`src/hw/rtl/wit_pkg.sv`:
```
`timescale 1ns / 1ps
// Shared types, codes and helper functions for the write admission throttle.
// Used by every module of the block; depends on nothing else.
package wit_pkg;

    localparam int unsigned DEPTH_CAP    = 64;
    localparam int unsigned CNT_W        = 7;
    localparam int unsigned TICK_W       = 32;
    localparam int unsigned CFG_DATA_W   = 16;
    localparam int unsigned CFG_IDX_W    = 2;
    localparam int unsigned PERCENT_MAX  = 100;

    // Reciprocal of 100 scaled by 2^19; exact for dividends below 2^13.
    localparam int unsigned DIV100_MUL   = 5243;
    localparam int unsigned DIV100_SHIFT = 19;

    typedef enum logic [1:0] {
        CMD_SUBMIT   = 2'd0,
        CMD_COMPLETE = 2'd1,
        CMD_TICK     = 2'd2,
        CMD_DEPTH    = 2'd3
    } cmd_t;

    typedef enum logic [1:0] {
        VERDICT_NONE     = 2'd0,
        VERDICT_NOT_ACCT = 2'd1,
        VERDICT_ADMIT    = 2'd2,
        VERDICT_WAIT     = 2'd3
    } verdict_t;

    typedef enum logic [1:0] {
        WAKE_NONE = 2'd0,
        WAKE_ONE  = 2'd1,
        WAKE_ALL  = 2'd2
    } wake_t;

    typedef enum logic [CFG_IDX_W-1:0] {
        REG_WRITE_PERCENT  = 2'd0,
        REG_WRITE_CACHE_ON = 2'd1,
        REG_CACHE_DELAY    = 2'd2,
        REG_RECENT_WINDOW  = 2'd3
    } cfg_idx_t;

    localparam logic [6:0]  WRITE_PERCENT_RST = 7'd50;
    localparam logic        WRITE_CACHE_RST   = 1'b0;
    localparam logic [15:0] CACHE_DELAY_RST   = 16'd10;
    localparam logic [15:0] RECENT_WINDOW_RST = 16'd10;

    typedef struct packed {
        logic [6:0]  write_percent;
        logic        write_cache_on;
        logic [15:0] cache_delay_ticks;
        logic [15:0] recent_window_ticks;
    } cfg_t;

    typedef struct packed {
        logic [1:0]  cmd;
        logic        is_write;
        logic        is_discard;
        logic        is_sync;
        logic        is_noidle;
        logic        was_counted;
        logic        dirty_waiting;
        logic        waiters_present;
        logic [15:0] queue_depth;
    } item_t;

    // True when tick a lies strictly before tick b, modulo 2^32.
    function automatic logic tick_before(input logic [TICK_W-1:0] a,
                                         input logic [TICK_W-1:0] b);
        logic [TICK_W-1:0] diff;
        diff = a - b;
        return diff[TICK_W-1];
    endfunction

    // Quotient of a 13-bit value by 100, through a reciprocal multiply.
    function automatic logic [CNT_W-1:0] div100(input logic [12:0] x);
        logic [25:0] prod;
        prod = 26'(x) * 26'(DIV100_MUL);
        return prod[DIV100_SHIFT +: CNT_W];
    endfunction

endpackage

```
`src/hw/rtl/writeback_inflight_throttle_unit.sv`:
```
`timescale 1ns / 1ps
// Write admission throttle: an accepted input beat passes the input register, then the
// result register, to its result beat. Throughput is one beat per cycle while out_stall
// is low, set by the combinational decision between those two registers.
// Reset clears the in-flight count, the limits (throttling disabled), the tick clock,
// the last-completion time and the delay timer, and loads the register defaults.
// Depends on wit_pkg, wit_cfg_regs, wit_in_stage and wit_core.
module writeback_inflight_throttle_unit
(
    input  logic                            clk,
    input  logic                            rst_n,
    input  logic                            cfg_wr_en,
    input  logic [wit_pkg::CFG_IDX_W-1:0]   cfg_index,
    input  logic [wit_pkg::CFG_DATA_W-1:0]  cfg_data,
    input  logic                            in_valid,
    output logic                            in_stall,
    input  logic [1:0]                      cmd,
    input  logic                            is_write,
    input  logic                            is_discard,
    input  logic                            is_sync,
    input  logic                            is_noidle,
    input  logic                            was_counted,
    input  logic                            dirty_waiting,
    input  logic                            waiters_present,
    input  logic [15:0]                     queue_depth,
    output logic                            out_valid,
    input  logic                            out_stall,
    output logic [1:0]                      verdict,
    output logic [1:0]                      wake,
    output logic [wit_pkg::CNT_W-1:0]       inflight_now
);

    wit_pkg::cfg_t  cfg;
    wit_pkg::item_t in_item;
    wit_pkg::item_t item;
    logic           item_valid;
    logic           item_take;

    assign in_item.cmd             = cmd;
    assign in_item.is_write        = is_write;
    assign in_item.is_discard      = is_discard;
    assign in_item.is_sync         = is_sync;
    assign in_item.is_noidle       = is_noidle;
    assign in_item.was_counted     = was_counted;
    assign in_item.dirty_waiting   = dirty_waiting;
    assign in_item.waiters_present = waiters_present;
    assign in_item.queue_depth     = queue_depth;

    wit_cfg_regs u_cfg_regs
    (
        .clk       (clk),
        .rst_n     (rst_n),
        .cfg_wr_en (cfg_wr_en),
        .cfg_index (cfg_index),
        .cfg_data  (cfg_data),
        .cfg       (cfg)
    );

    wit_in_stage u_in_stage
    (
        .clk        (clk),
        .rst_n      (rst_n),
        .in_valid   (in_valid),
        .in_stall   (in_stall),
        .in_item    (in_item),
        .item_valid (item_valid),
        .item       (item),
        .item_take  (item_take)
    );

    wit_core u_core
    (
        .clk          (clk),
        .rst_n        (rst_n),
        .cfg          (cfg),
        .item_valid   (item_valid),
        .item         (item),
        .item_take    (item_take),
        .out_valid    (out_valid),
        .out_stall    (out_stall),
        .verdict      (verdict),
        .wake         (wake),
        .inflight_now (inflight_now)
    );

endmodule

```
`src/hw/rtl/wit_cfg_regs.sv`:
```
`timescale 1ns / 1ps
// Configuration register file of the write admission throttle.
// Depends on wit_pkg for the register indexes, reset values and cfg_t.
module wit_cfg_regs
(
    input  logic                                 clk,
    input  logic                                 rst_n,
    input  logic                                 cfg_wr_en,
    input  logic [wit_pkg::CFG_IDX_W-1:0]        cfg_index,
    input  logic [wit_pkg::CFG_DATA_W-1:0]       cfg_data,
    output wit_pkg::cfg_t                        cfg
);

    wit_pkg::cfg_t cfg_reg;
    wit_pkg::cfg_t cfg_next;

    always_comb
    begin
        cfg_next = cfg_reg;
        if (cfg_wr_en)
        begin
            case (wit_pkg::cfg_idx_t'(cfg_index))
                wit_pkg::REG_WRITE_PERCENT:  cfg_next.write_percent = cfg_data[6:0];
                wit_pkg::REG_WRITE_CACHE_ON: cfg_next.write_cache_on = cfg_data[0];
                wit_pkg::REG_CACHE_DELAY:    cfg_next.cache_delay_ticks = cfg_data;
                wit_pkg::REG_RECENT_WINDOW:  cfg_next.recent_window_ticks = cfg_data;
                default:                     cfg_next = cfg_reg;
            endcase
        end
    end

    always_ff @(posedge clk or negedge rst_n)
    begin
        if (!rst_n)
        begin
            cfg_reg.write_percent       <= wit_pkg::WRITE_PERCENT_RST;
            cfg_reg.write_cache_on      <= wit_pkg::WRITE_CACHE_RST;
            cfg_reg.cache_delay_ticks   <= wit_pkg::CACHE_DELAY_RST;
            cfg_reg.recent_window_ticks <= wit_pkg::RECENT_WINDOW_RST;
        end
        else
        begin
            cfg_reg <= cfg_next;
        end
    end

    assign cfg = cfg_reg;

endmodule

```
`src/hw/rtl/wit_in_stage.sv`:
```
`timescale 1ns / 1ps
// Input register of the write admission throttle: holds one accepted beat.
// Depends on wit_pkg for item_t.
module wit_in_stage
(
    input  logic           clk,
    input  logic           rst_n,
    input  logic           in_valid,
    output logic           in_stall,
    input  wit_pkg::item_t in_item,
    output logic           item_valid,
    output wit_pkg::item_t item,
    input  logic           item_take
);

    logic           valid_reg;
    logic           valid_next;
    wit_pkg::item_t item_reg;
    logic           accept;

    assign in_stall = valid_reg && !item_take;
    assign accept   = in_valid && !in_stall;

    always_comb
    begin
        if (accept)
        begin
            valid_next = 1'b1;
        end
        else if (item_take)
        begin
            valid_next = 1'b0;
        end
        else
        begin
            valid_next = valid_reg;
        end
    end

    always_ff @(posedge clk or negedge rst_n)
    begin
        if (!rst_n)
        begin
            valid_reg <= 1'b0;
        end
        else
        begin
            valid_reg <= valid_next;
        end
    end

    always_ff @(posedge clk)
    begin
        if (accept)
        begin
            item_reg <= in_item;
        end
    end

    assign item_valid = valid_reg;
    assign item       = item_reg;

endmodule

```
`src/hw/rtl/wit_core.sv`:
```
`timescale 1ns / 1ps
// Throttle state, admission decision and result register.
// Depends on wit_pkg for types, codes and the tick and divide helpers.
module wit_core
(
    input  logic                          clk,
    input  logic                          rst_n,
    input  wit_pkg::cfg_t                 cfg,
    input  logic                          item_valid,
    input  wit_pkg::item_t                item,
    output logic                          item_take,
    output logic                          out_valid,
    input  logic                          out_stall,
    output logic [1:0]                    verdict,
    output logic [1:0]                    wake,
    output logic [wit_pkg::CNT_W-1:0]     inflight_now
);

    localparam logic [wit_pkg::CNT_W-1:0] CNT_ONE = wit_pkg::CNT_W'(1);
    localparam logic [wit_pkg::CNT_W-1:0] CAP     = wit_pkg::CNT_W'(wit_pkg::DEPTH_CAP);
    localparam logic [6:0]                PCT_MAX = 7'(wit_pkg::PERCENT_MAX);

    logic [wit_pkg::CNT_W-1:0]  inflight_reg, inflight_next;
    logic [wit_pkg::CNT_W-1:0]  limit_max_reg, limit_max_next;
    logic [wit_pkg::CNT_W-1:0]  limit_normal_reg, limit_normal_next;
    logic [wit_pkg::CNT_W-1:0]  limit_idle_reg, limit_idle_next;
    logic [wit_pkg::TICK_W-1:0] now_reg, now_next;
    logic [wit_pkg::TICK_W-1:0] last_reg, last_next;
    logic [wit_pkg::TICK_W-1:0] deadline_reg, deadline_next;
    logic                       armed_reg, armed_next;

    logic                       out_valid_reg, out_valid_next;
    wit_pkg::verdict_t          verdict_reg, verdict_next;
    wit_pkg::wake_t             wake_reg, wake_next;
    logic [wit_pkg::CNT_W-1:0]  inflight_now_reg;

    logic                       fire;
    logic [wit_pkg::CNT_W-1:0]  limit_sel;
    logic [wit_pkg::CNT_W-1:0]  inflight_dec;
    logic [wit_pkg::TICK_W-1:0] now_inc;
    logic [wit_pkg::TICK_W-1:0] delay_ext;
    logic [wit_pkg::TICK_W-1:0] window_ext;
    logic [6:0]                 pct;
    logic [6:0]                 depth_cl;
    logic [12:0]                pd_sum;
    logic [wit_pkg::CNT_W-1:0]  lm;
    logic [7:0]                 lm_half, lm_quarter;

    assign item_take = item_valid && (!out_valid_reg || !out_stall);
    assign fire      = item_take;

    assign delay_ext  = wit_pkg::TICK_W'(cfg.cache_delay_ticks);
    assign window_ext = wit_pkg::TICK_W'(cfg.recent_window_ticks);
    assign now_inc    = now_reg + wit_pkg::TICK_W'(1);

    always_comb
    begin
        inflight_next     = inflight_reg;
        limit_max_next    = limit_max_reg;
        limit_normal_next = limit_normal_reg;
        limit_idle_next   = limit_idle_reg;
        now_next          = now_reg;
        last_next         = last_reg;
        deadline_next     = deadline_reg;
        armed_next        = armed_reg;
        verdict_next      = wit_pkg::VERDICT_NONE;
        wake_next         = wit_pkg::WAKE_NONE;

        if (item.is_sync || item.dirty_waiting)
        begin
            limit_sel = limit_max_reg;
        end
        else if (wit_pkg::tick_before(now_reg, last_reg + window_ext))
        begin
            limit_sel = limit_idle_reg;
        end
        else
        begin
            limit_sel = limit_normal_reg;
        end

        inflight_dec = (inflight_reg != '0) ? inflight_reg - CNT_ONE : '0;

        pct      = (cfg.write_percent > PCT_MAX) ? PCT_MAX : cfg.write_percent;
        depth_cl = (item.queue_depth > 16'(wit_pkg::DEPTH_CAP)) ? CAP : item.queue_depth[6:0];
        pd_sum   = 13'(pct) * 13'(depth_cl) + 13'd1;
        lm       = wit_pkg::div100(pd_sum);
        if (lm == '0 && pct != '0)
        begin
            lm = CNT_ONE;
        end
        lm_half    = (8'(lm) + 8'd1) >> 1;
        lm_quarter = (8'(lm) + 8'd3) >> 2;

        case (wit_pkg::cmd_t'(item.cmd))
            wit_pkg::CMD_SUBMIT:
            begin
                if (limit_normal_reg == '0 || !item.is_write || item.is_discard ||
                    (item.is_sync && !item.is_noidle))
                begin
                    verdict_next = wit_pkg::VERDICT_NOT_ACCT;
                end
                else if (!armed_reg && inflight_reg < limit_sel)
                begin
                    inflight_next = inflight_reg + CNT_ONE;
                    verdict_next  = wit_pkg::VERDICT_ADMIT;
                end
                else
                begin
                    verdict_next = wit_pkg::VERDICT_WAIT;
                end
            end
            wit_pkg::CMD_COMPLETE:
            begin
                if (!item.was_counted)
                begin
                    if (limit_normal_reg != '0)
                    begin
                        last_next = now_reg;
                    end
                end
                else
                begin
                    inflight_next = inflight_dec;
                    if (inflight_dec >= limit_normal_reg)
                    begin
                        wake_next = wit_pkg::WAKE_NONE;
                    end
                    else if (cfg.write_cache_on && !item.dirty_waiting &&
                             wit_pkg::tick_before(now_reg, last_reg + delay_ext))
                    begin
                        if (!armed_reg)
                        begin
                            armed_next    = 1'b1;
                            deadline_next = now_reg + delay_ext;
                        end
                    end
                    else if (item.waiters_present &&
                             (limit_normal_reg - inflight_dec) >= (limit_idle_reg >> 1))
                    begin
                        wake_next = wit_pkg::WAKE_ONE;
                    end
                end
            end
            wit_pkg::CMD_TICK:
            begin
                now_next = now_inc;
                if (armed_reg && !wit_pkg::tick_before(now_inc, deadline_reg))
                begin
                    armed_next = 1'b0;
                    if (item.waiters_present)
                    begin
                        wake_next = wit_pkg::WAKE_ONE;
                    end
                end
            end
            wit_pkg::CMD_DEPTH:
            begin
                limit_max_next    = lm;
                limit_normal_next = lm_half[wit_pkg::CNT_W-1:0];
                limit_idle_next   = lm_quarter[wit_pkg::CNT_W-1:0];
                wake_next         = wit_pkg::WAKE_ALL;
            end
            default:
            begin
                wake_next = wit_pkg::WAKE_NONE;
            end
        endcase
    end

    assign out_valid_next = fire || (out_valid_reg && out_stall);

    always_ff @(posedge clk or negedge rst_n)
    begin
        if (!rst_n)
        begin
            inflight_reg     <= '0;
            limit_max_reg    <= '0;
            limit_normal_reg <= '0;
            limit_idle_reg   <= '0;
            now_reg          <= '0;
            last_reg         <= '0;
            deadline_reg     <= '0;
            armed_reg        <= 1'b0;
            out_valid_reg    <= 1'b0;
        end
        else
        begin
            out_valid_reg <= out_valid_next;
            if (fire)
            begin
                inflight_reg     <= inflight_next;
                limit_max_reg    <= limit_max_next;
                limit_normal_reg <= limit_normal_next;
                limit_idle_reg   <= limit_idle_next;
                now_reg          <= now_next;
                last_reg         <= last_next;
                deadline_reg     <= deadline_next;
                armed_reg        <= armed_next;
            end
        end
    end

    always_ff @(posedge clk)
    begin
        if (fire)
        begin
            verdict_reg      <= verdict_next;
            wake_reg         <= wake_next;
            inflight_now_reg <= inflight_next;
        end
    end

    assign out_valid    = out_valid_reg;
    assign verdict      = verdict_reg;
    assign wake         = wake_reg;
    assign inflight_now = inflight_now_reg;

    a_inflight_cap: assert property (@(posedge clk) disable iff (!rst_n)
        inflight_reg <= CAP)
        else $error("in-flight count exceeds the depth cap");

    a_limit_order: assert property (@(posedge clk) disable iff (!rst_n)
        limit_normal_reg <= limit_max_reg && limit_idle_reg <= limit_normal_reg)
        else $error("depth limits out of order");

    a_admit_counts: assert property (@(posedge clk) disable iff (!rst_n)
        fire && verdict_next == wit_pkg::VERDICT_ADMIT |=>
        inflight_reg == $past(inflight_reg) + CNT_ONE)
        else $error("admitted beat did not raise the in-flight count");

    a_verdict_no_wake: assert property (@(posedge clk) disable iff (!rst_n)
        out_valid_reg && verdict_reg != wit_pkg::VERDICT_NONE |->
        wake_reg == wit_pkg::WAKE_NONE)
        else $error("submit result carries a wake-up");

    a_result_mirror: assert property (@(posedge clk) disable iff (!rst_n)
        fire |=> out_valid_reg && inflight_now_reg == inflight_reg)
        else $error("reported count differs from the state");

endmodule
```
`config.mk`:
```
export PLATFORM = sky130hd
export DESIGN_NAME = writeback_inflight_throttle_unit
export DESIGN_NICKNAME = d
export VERILOG_FILES = /design/src/hw/rtl/wit_pkg.sv /design/src/hw/rtl/writeback_inflight_throttle_unit.sv /design/src/hw/rtl/wit_cfg_regs.sv /design/src/hw/rtl/wit_in_stage.sv /design/src/hw/rtl/wit_core.sv
export SDC_FILE = /design/constraint.sdc
export NUM_CORES = 1
export LEC_CHECK = 0
export BUFFER_PORTS_ARGS = -buffer_cell sky130_fd_sc_hd__buf_2
export CAP_MARGIN = 20
export CORE_MARGIN = 5
export CORE_UTILIZATION = 30
export CTS_CLUSTER_DIAMETER = 120
export DETAILED_ROUTE_END_ITERATION = 6
export SLEW_MARGIN = 20
export SYNTH_ARGS = -nofsm -noshare
export SYNTH_HDL_FRONTEND = slang
export SYNTH_SLANG_ARGS = --single-unit
```
`constraint.sdc`:
```
create_clock -name clk -period 12.95 [get_ports clk]
set_input_delay 0 -clock clk [delete_from_list [all_inputs] [get_ports clk]]
set_output_delay 0 -clock clk [all_outputs]
set_load 0.01 [all_outputs]
```
==> results of run 1 <==
## cells in the final DEF, fill, tap and decap left out, drive strengths merged, types with 7 or more instances in the layout
cell type,Yosys,layout
inv,275,277
ha,258,258
dfrtp,159,159
nand2,153,153
nor2,119,119
o21ai,103,103
fa,102,102
xnor2,100,100
a21oi,74,74
buf,8,67
mux2,61,61
dlygate4sd3,0,50
nand3,38,38
xor2,38,38
edfxtp,36,36
nor3,36,36
clkbuf,48,35
a21o,34,34
nand4,23,23
and3,22,22
nand2b,20,20
a211oi,15,15
o211ai,15,15
nor4,14,14
o21a,13,13
or2,13,13
nor2b,10,10
and2,9,9
a31oi,9,9
mux2i,9,9
clkinv,1,8
dfstp,7,7
## logic make-up after synthesis
kind of cell,share of synthesized area
simple gates,0.128
fa+ha+maj,0.290
buf+inv,0.0689
compound gates,0.115
flops,0.288
xor+xnor,0.0673
mux,0.0427
## what timing repair did
| action | in CTS | in global routing |
|---|---|---|
| gates resized for setup | 0 | 0 |
| setup endpoints to repair | 0 | 0 |
| hold buffers | 50 | 0 |
| hold endpoints to repair | 158 | 0 |
## area by class of cell
type / count / area (um^2)
Clock buffer: 35 / 736
Timing Repair Buffer: 117 / 867
Inverter: 276 / 1040
Sequential cell: 202 / 5240
Tap cell: 782 / 978
Clock inverter: 13 / 199
Multi-Input combinational cell: 1379 / 11700
Fill cell: 6024 / 39500
## per-stage QoR
stage | hold slack [ns] | total power (uW) | instance area [um^2] | setup WS [ns]
finish | 0.114 | 3790 | 20800 | 1.63
global route | 0.114 | 4200 | 20800 | 0.584
CTS | 0.0922 | 3840 | 20800 | 1.65
detailed placement | 0.178 | 3000 | 19300 | 1.66
global placement | 0.172 | 2930 | 19300 | 2.01
floorplan | -0.296 | 2470 | 18200 | 2.98
## per-layer routing
layer,share of wire,vias up
li1,-,6682
met1,0.46,6487
met2,0.46,223
met3,0.040,76
met4,0.033,2
met5,0.00016,-
## report_power, final
part           switching (uW)  internal (uW)
clock network             300            481
logic                    1240            919
registers                 105            741
total                    1650           2140
## synth_stat cells (all sizes together) (48+ instances only)
library cell,instances,area [um^2]
a21oi,74,370
clkbuf,48,180
dfrtp,159,3980
fa,102,2040
ha,258,3230
inv,275,1030
mux2,61,687
nand2,153,574
nor2,119,449
o21ai,103,516
xnor2,100,883
## worst max path at each step
| stage | start | end | slack, ns | cells after the start |
|---|---|---|---|---|
| floorplan | u_in_stage.item[10] | u_core.limit_idle_reg[5] | 2.98 | 39 |
| global placement | u_in_stage.item[10] | u_core.limit_idle_reg[4] | 2.01 | 39 |
| detailed placement | u_in_stage.item[10] | u_core.limit_idle_reg[4] | 1.66 | 39 |
| CTS | u_in_stage.item[10] | u_core.limit_idle_reg[4] | 1.65 | 39 |
| global route | u_in_stage.item[10] | u_core.limit_idle_reg[4] | 0.58 | 39 |
| finish | u_in_stage.item[10] | u_core.limit_idle_reg[4] | 1.63 | 39 |
## worst max-delay path: cells and delay by family (launching register included)
kind            cells  cell delay (ns)
compound gates     11             2.49
xor+xnor            3             1.04
fa+ha+maj          11             4.72
buf+inv             5             0.25
flops               1             0.35
mux                 1             0.23
simple gates        8             2.09
==> reports/results.txt, run 1 <==
status: finished clean
post-synthesis sequential area ratio: 0.288
period utilization: 0.874
core area: 60200 um^2
PD cells: 182 nW/um^2
clk slew on worst S/H paths: 0.06 ns
max-cap viol count: 0
Pre-antenna DRT Iters: 5
vias: 13.5k
CTS tree: done
CP endpoint kind: flip-flop
drt via density: 4.80
nets: 2410
r2r setup slk: 1.63 ns
RSZ-0062 raised after global routing: false
largest net degree at the start of global routing: 94
Netlist cell types: 79
relative slew slack: 0.317
initial antenna violation count: 2
Post-synth EDFFs: 36
Final Max Tran Viols: 0
num rows: 90
clk sinks: 202
cts bufs inserted: 26
share of layout cells above drive strength 1: 0.0999
worst r2r src: u_in_stage.item[10]
worst vdd ir: 0.184 mV
HP Class: input port to asynchronous set/reset pin
required time worst endpoint: 13.37 ns
setup bufs post-CTS: 0
R2R Path End: u_core.limit_idle_reg[4]
post-route ant nets: 0
Mean Syn Cell Area: 9.51 um^2
H-tree depth: 1
I/O Buffers: 60
Largest register FFs: 40
Slowest-stage cell, CP: xnor2_1
GRT Total Usage: 0.134
DRC: 0
first-pass GRT wire length: 73800 um
CP peak stage delay: 0.72 ns
Worst Path Max Fanout: 16
die area: 65600 um^2
vias in the first global route: 14.4k
Main synth FF type: dfrtp_1
crit path DAT: 11.74 ns
CP dominant cell by count: fa_1
mean routed wirelength per cell: 15.5 um
Clk Latency, worst-skew pair: 0.57 ns
FF-to-FF path depth: 39
final non-filler cell total: 2804
Clock Skew: 0.0282 ns
Tmin final: 11.32 ns
Fin. Hold Viols: 0
I/O pin count: 61
GRT busiest layer: met2
YS warnings: 0
GR met3 Demand/Resource: 0.0198
post-synthesis cell area: 18200 um^2
Placer Congestion: 0.862
met2 Use GR: 0.224
setup TNS: 0 ns
Pleak: 0.00969 uW
Worst-Margin Slew: 1.02 ns
detailed router's first-iteration violation count: 702
grt met1 use: 0.179
drt total wl: 43500 um
register bit total from synthesis: 202
Cells after Synth: 1913
initial core utilization: 0.302
root buffer cell: clkbuf_16
Final Core Density: 0.345
WS Path Type: flip-flop to flip-flop
total gr overflow: 0
die width: 256 um
Ant. Diodes: 0
fmax: 88.3 MHz
Max clock buf depth: 3
startpoint types: flip-flop
syn_nets: 2321
DP HPWL: 34100 um
synth-to-layout area growth: 14.2%
die height: 256 um
final-report setup violation count: 0
Async SR Flop Fraction: 0.822
placed insts: 2706
Note: power is estimated with default switching activity, not from simulation.
==> run 2: changes to the inputs <==
--- a/config.mk
+++ b/config.mk
@@ -5,12 +5,15 @@
 export SDC_FILE = /design/constraint.sdc
 export NUM_CORES = 1
 export LEC_CHECK = 0
+export ABC_AREA = 1
 export BUFFER_PORTS_ARGS = -buffer_cell sky130_fd_sc_hd__buf_2
 export CAP_MARGIN = 20
 export CORE_MARGIN = 5
 export CORE_UTILIZATION = 30
 export CTS_CLUSTER_DIAMETER = 120
 export DETAILED_ROUTE_END_ITERATION = 6
+export PLACE_DENSITY = 0.45
+export SETUP_SLACK_MARGIN = 0.02
 export SLEW_MARGIN = 20
 export SYNTH_ARGS = -nofsm -noshare
 export SYNTH_HDL_FRONTEND = slang
==> reports/results.txt, run 2 <==
post-synthesis sequential area ratio: 0.290
Placer Congestion: 0.852
most common cell after layout, fill and taps aside: inv_1
Tmin final: 9.86 ns
synth-to-layout area growth: 14.5%
Main synth FF type: dfrtp_1
worst vdd ir: 0.108 mV
vias: 14.2k
CP endpoint kind: flip-flop
root buffer cell: clkbuf_16
buffer and inverter count on the worst path: 10
period utilization: 0.762
share of layout cells above drive strength 1: 0.0659
Slowest-stage cell, CP: fa_1
Yosys top cell area share: 0.220
max-cap viol count: 0
largest net degree at the start of global routing: 65
nets: 2739
first-pass GRT wire length: 75100 um
DP HPWL: 35700 um
cell area after layout: 20700 um^2
required time worst endpoint: 13.39 ns
I/O pin count: 61
initial core utilization: 0.301
setup TNS: 0 ns
largest area contributor in the netlist: dfrtp_1
startpoint types: flip-flop
PD cells: 184 nW/um^2
post-synthesis cell area: 18100 um^2
Async SR Flop Fraction: 0.822
dominant cell by count in the synthesized netlist: inv_1
Pwr Total: 3820 uW
ranking of synthesized cells by area: dfrtp_1 22%, ha_1 18%, fa_1 11%
crit path DAT: 10.30 ns
syn_nets: 2622
r2r setup slk: 3.09 ns
die width: 256 um
CP dominant cell by count: inv_1
fmax: 101 MHz
CP startpoint: u_in_stage.item[11]
clk sinks: 202
die area: 65300 um^2
initial antenna violation count: 1
Hold WS: 0.0418 ns
DRC: 0
RSZ-0062 raised after global routing: false
Pre-antenna DRT Iters: 7
mean routed wirelength per cell: 14.2 um
CTS tree: done
worst r2r src: u_in_stage.item[11]
Max clock buf depth: 3
clk slew on worst S/H paths: 0.06 ns
die height: 256 um
Final Max Tran Viols: 0
relative slew slack: 0.443
core area: 60000 um^2
YS warnings: 0
Post-synth top cells: 447 x inv_1, 441 x nand2_1, 258 x ha_1, 184 x o21ai_0, 159 x dfrtp_1
Ant. Diodes: 0
GRT Total Usage: 0.136
Clock Skew: 0.0151 ns
I/O Buffers: 60
Fin. Hold Viols: 0
Largest register FFs: 40
Pleak: 0.0106 uW
Clk Latency, worst-skew pair: 0.55 ns
CP peak stage delay: 0.55 ns
num rows: 90
vias in the first global route: 14.4k
cts bufs inserted: 27
Top delay family on crit path: adder cells
drt total wl: 44600 um
register bit total from synthesis: 202
FF-to-FF path depth: 48
Setup WS pre-CTS: 3.07 ns
H-tree depth: 1
detailed router's first-iteration violation count: 669
Final WS setup: 3.09 ns
status: finished clean
HP Class: input port to asynchronous set/reset pin
Mean Syn Cell Area: 8.17 um^2
Post-synth EDFFs: 36
Worst Path Max Fanout: 5
post-route ant nets: 0
most frequent cells in the layout: 447 x inv_1, 440 x nand2_1, 258 x ha_1, 184 x o21ai_0, 159 x dfrtp_1
drt via density: 4.53
Worst-Margin Slew: 0.833 ns
total gr overflow: 0
Netlist cell types: 57
Cells after Synth: 2214
Placed Area: 19300 um^2
final-report setup violation count: 0
R2R Path End: u_core.limit_normal_reg[5]
WS Path Type: flip-flop to flip-flop
-- run 2: cell count changes after synthesis, sizes merged, moves of 20 or more --
cell	before	now
a21o	34	10
a21oi	74	95
inv	275	449
and3	22	0
nand3	38	70
nand2	153	450
o21ai	103	194
xor2	38	72
nand2b	20	0
mux2	61	1
xnor2	100	15
nor2	119	145
-- run 2: power breakdown --
part	switching (uW)	internal [uW]	leakage, uW
clock	293	433	0.000426
combinational	1360	853	0.00764
sequential	110	771	0.00251
total	1760	2060	0.0106
-- run 2: cell families after synthesis --
kind of cell / share of synthesized area
compound gates: 0.107
flops: 0.290
mux: 0.000623
xor+xnor: 0.0425
simple gates: 0.168
fa+ha+maj: 0.291
buf+inv: 0.101
-- run 2: final cells by class --
cell class | instances | area (um^2)
fillers | 6292 | 39300
multi-input cells | 1527 | 11000
flip-flops and latches | 202 | 5240
inverters | 453 | 1700
well taps | 782 | 978
repair buffers | 120 | 902
clock buffers | 35 | 726
clock inverters | 14 | 125
-- run 2: worst max-delay path by stage --
stage                                 endpoint  slack [ns]  cells after the start
floorplan             u_core.limit_idle_reg[4]        3.92                     48
global placement      u_core.limit_idle_reg[4]        3.19                     48
detailed placement  u_core.limit_normal_reg[5]        3.07                     48
CTS                 u_core.limit_normal_reg[5]        3.05                     48
global route        u_core.limit_normal_reg[5]        2.01                     48
finish              u_core.limit_normal_reg[5]        3.09                     48
-- run 2: worst register-to-register path, delay by kind of cell, from the launching register on --
family / cells / cell delay (ns)
adders and majority gates: 11 / 4.76
and+or+nand+nor: 19 / 2.43
AOI/OAI and AO/OA: 6 / 0.91
buffers and inverters: 10 / 0.72
xor gates and xnor gates: 2 / 0.53
DFF: 1 / 0.37
-- run 2: through the flow --
stage,utilization,cells
5_1_grt,0.345,3133
2_1_floorplan,-,2214
6_report,0.345,3133
4_1_cts,0.345,3133
3_5_place_dp,0.322,3034
3_3_place_gp,0.322,3034
-- run 2: timing repair --
item / 4_1_cts / 5_1_grt
gates resized for setup: 0 / 0
hold endpoints to repair: 118 / 0
hold buffers: 50 / 0
setup buffers: 0 / 0
-- run 2: per-layer routing --
metal | vias to the layer above | routed length [um] | track usage
li1 | 7307 | - | -
met1 | 6625 | 22200 | 0.194
met2 | 199 | 20200 | 0.226
met3 | 55 | 1370 | 0.0168
met4 | 0 | 830 | 0.0274
met5 | - | 0 | 0
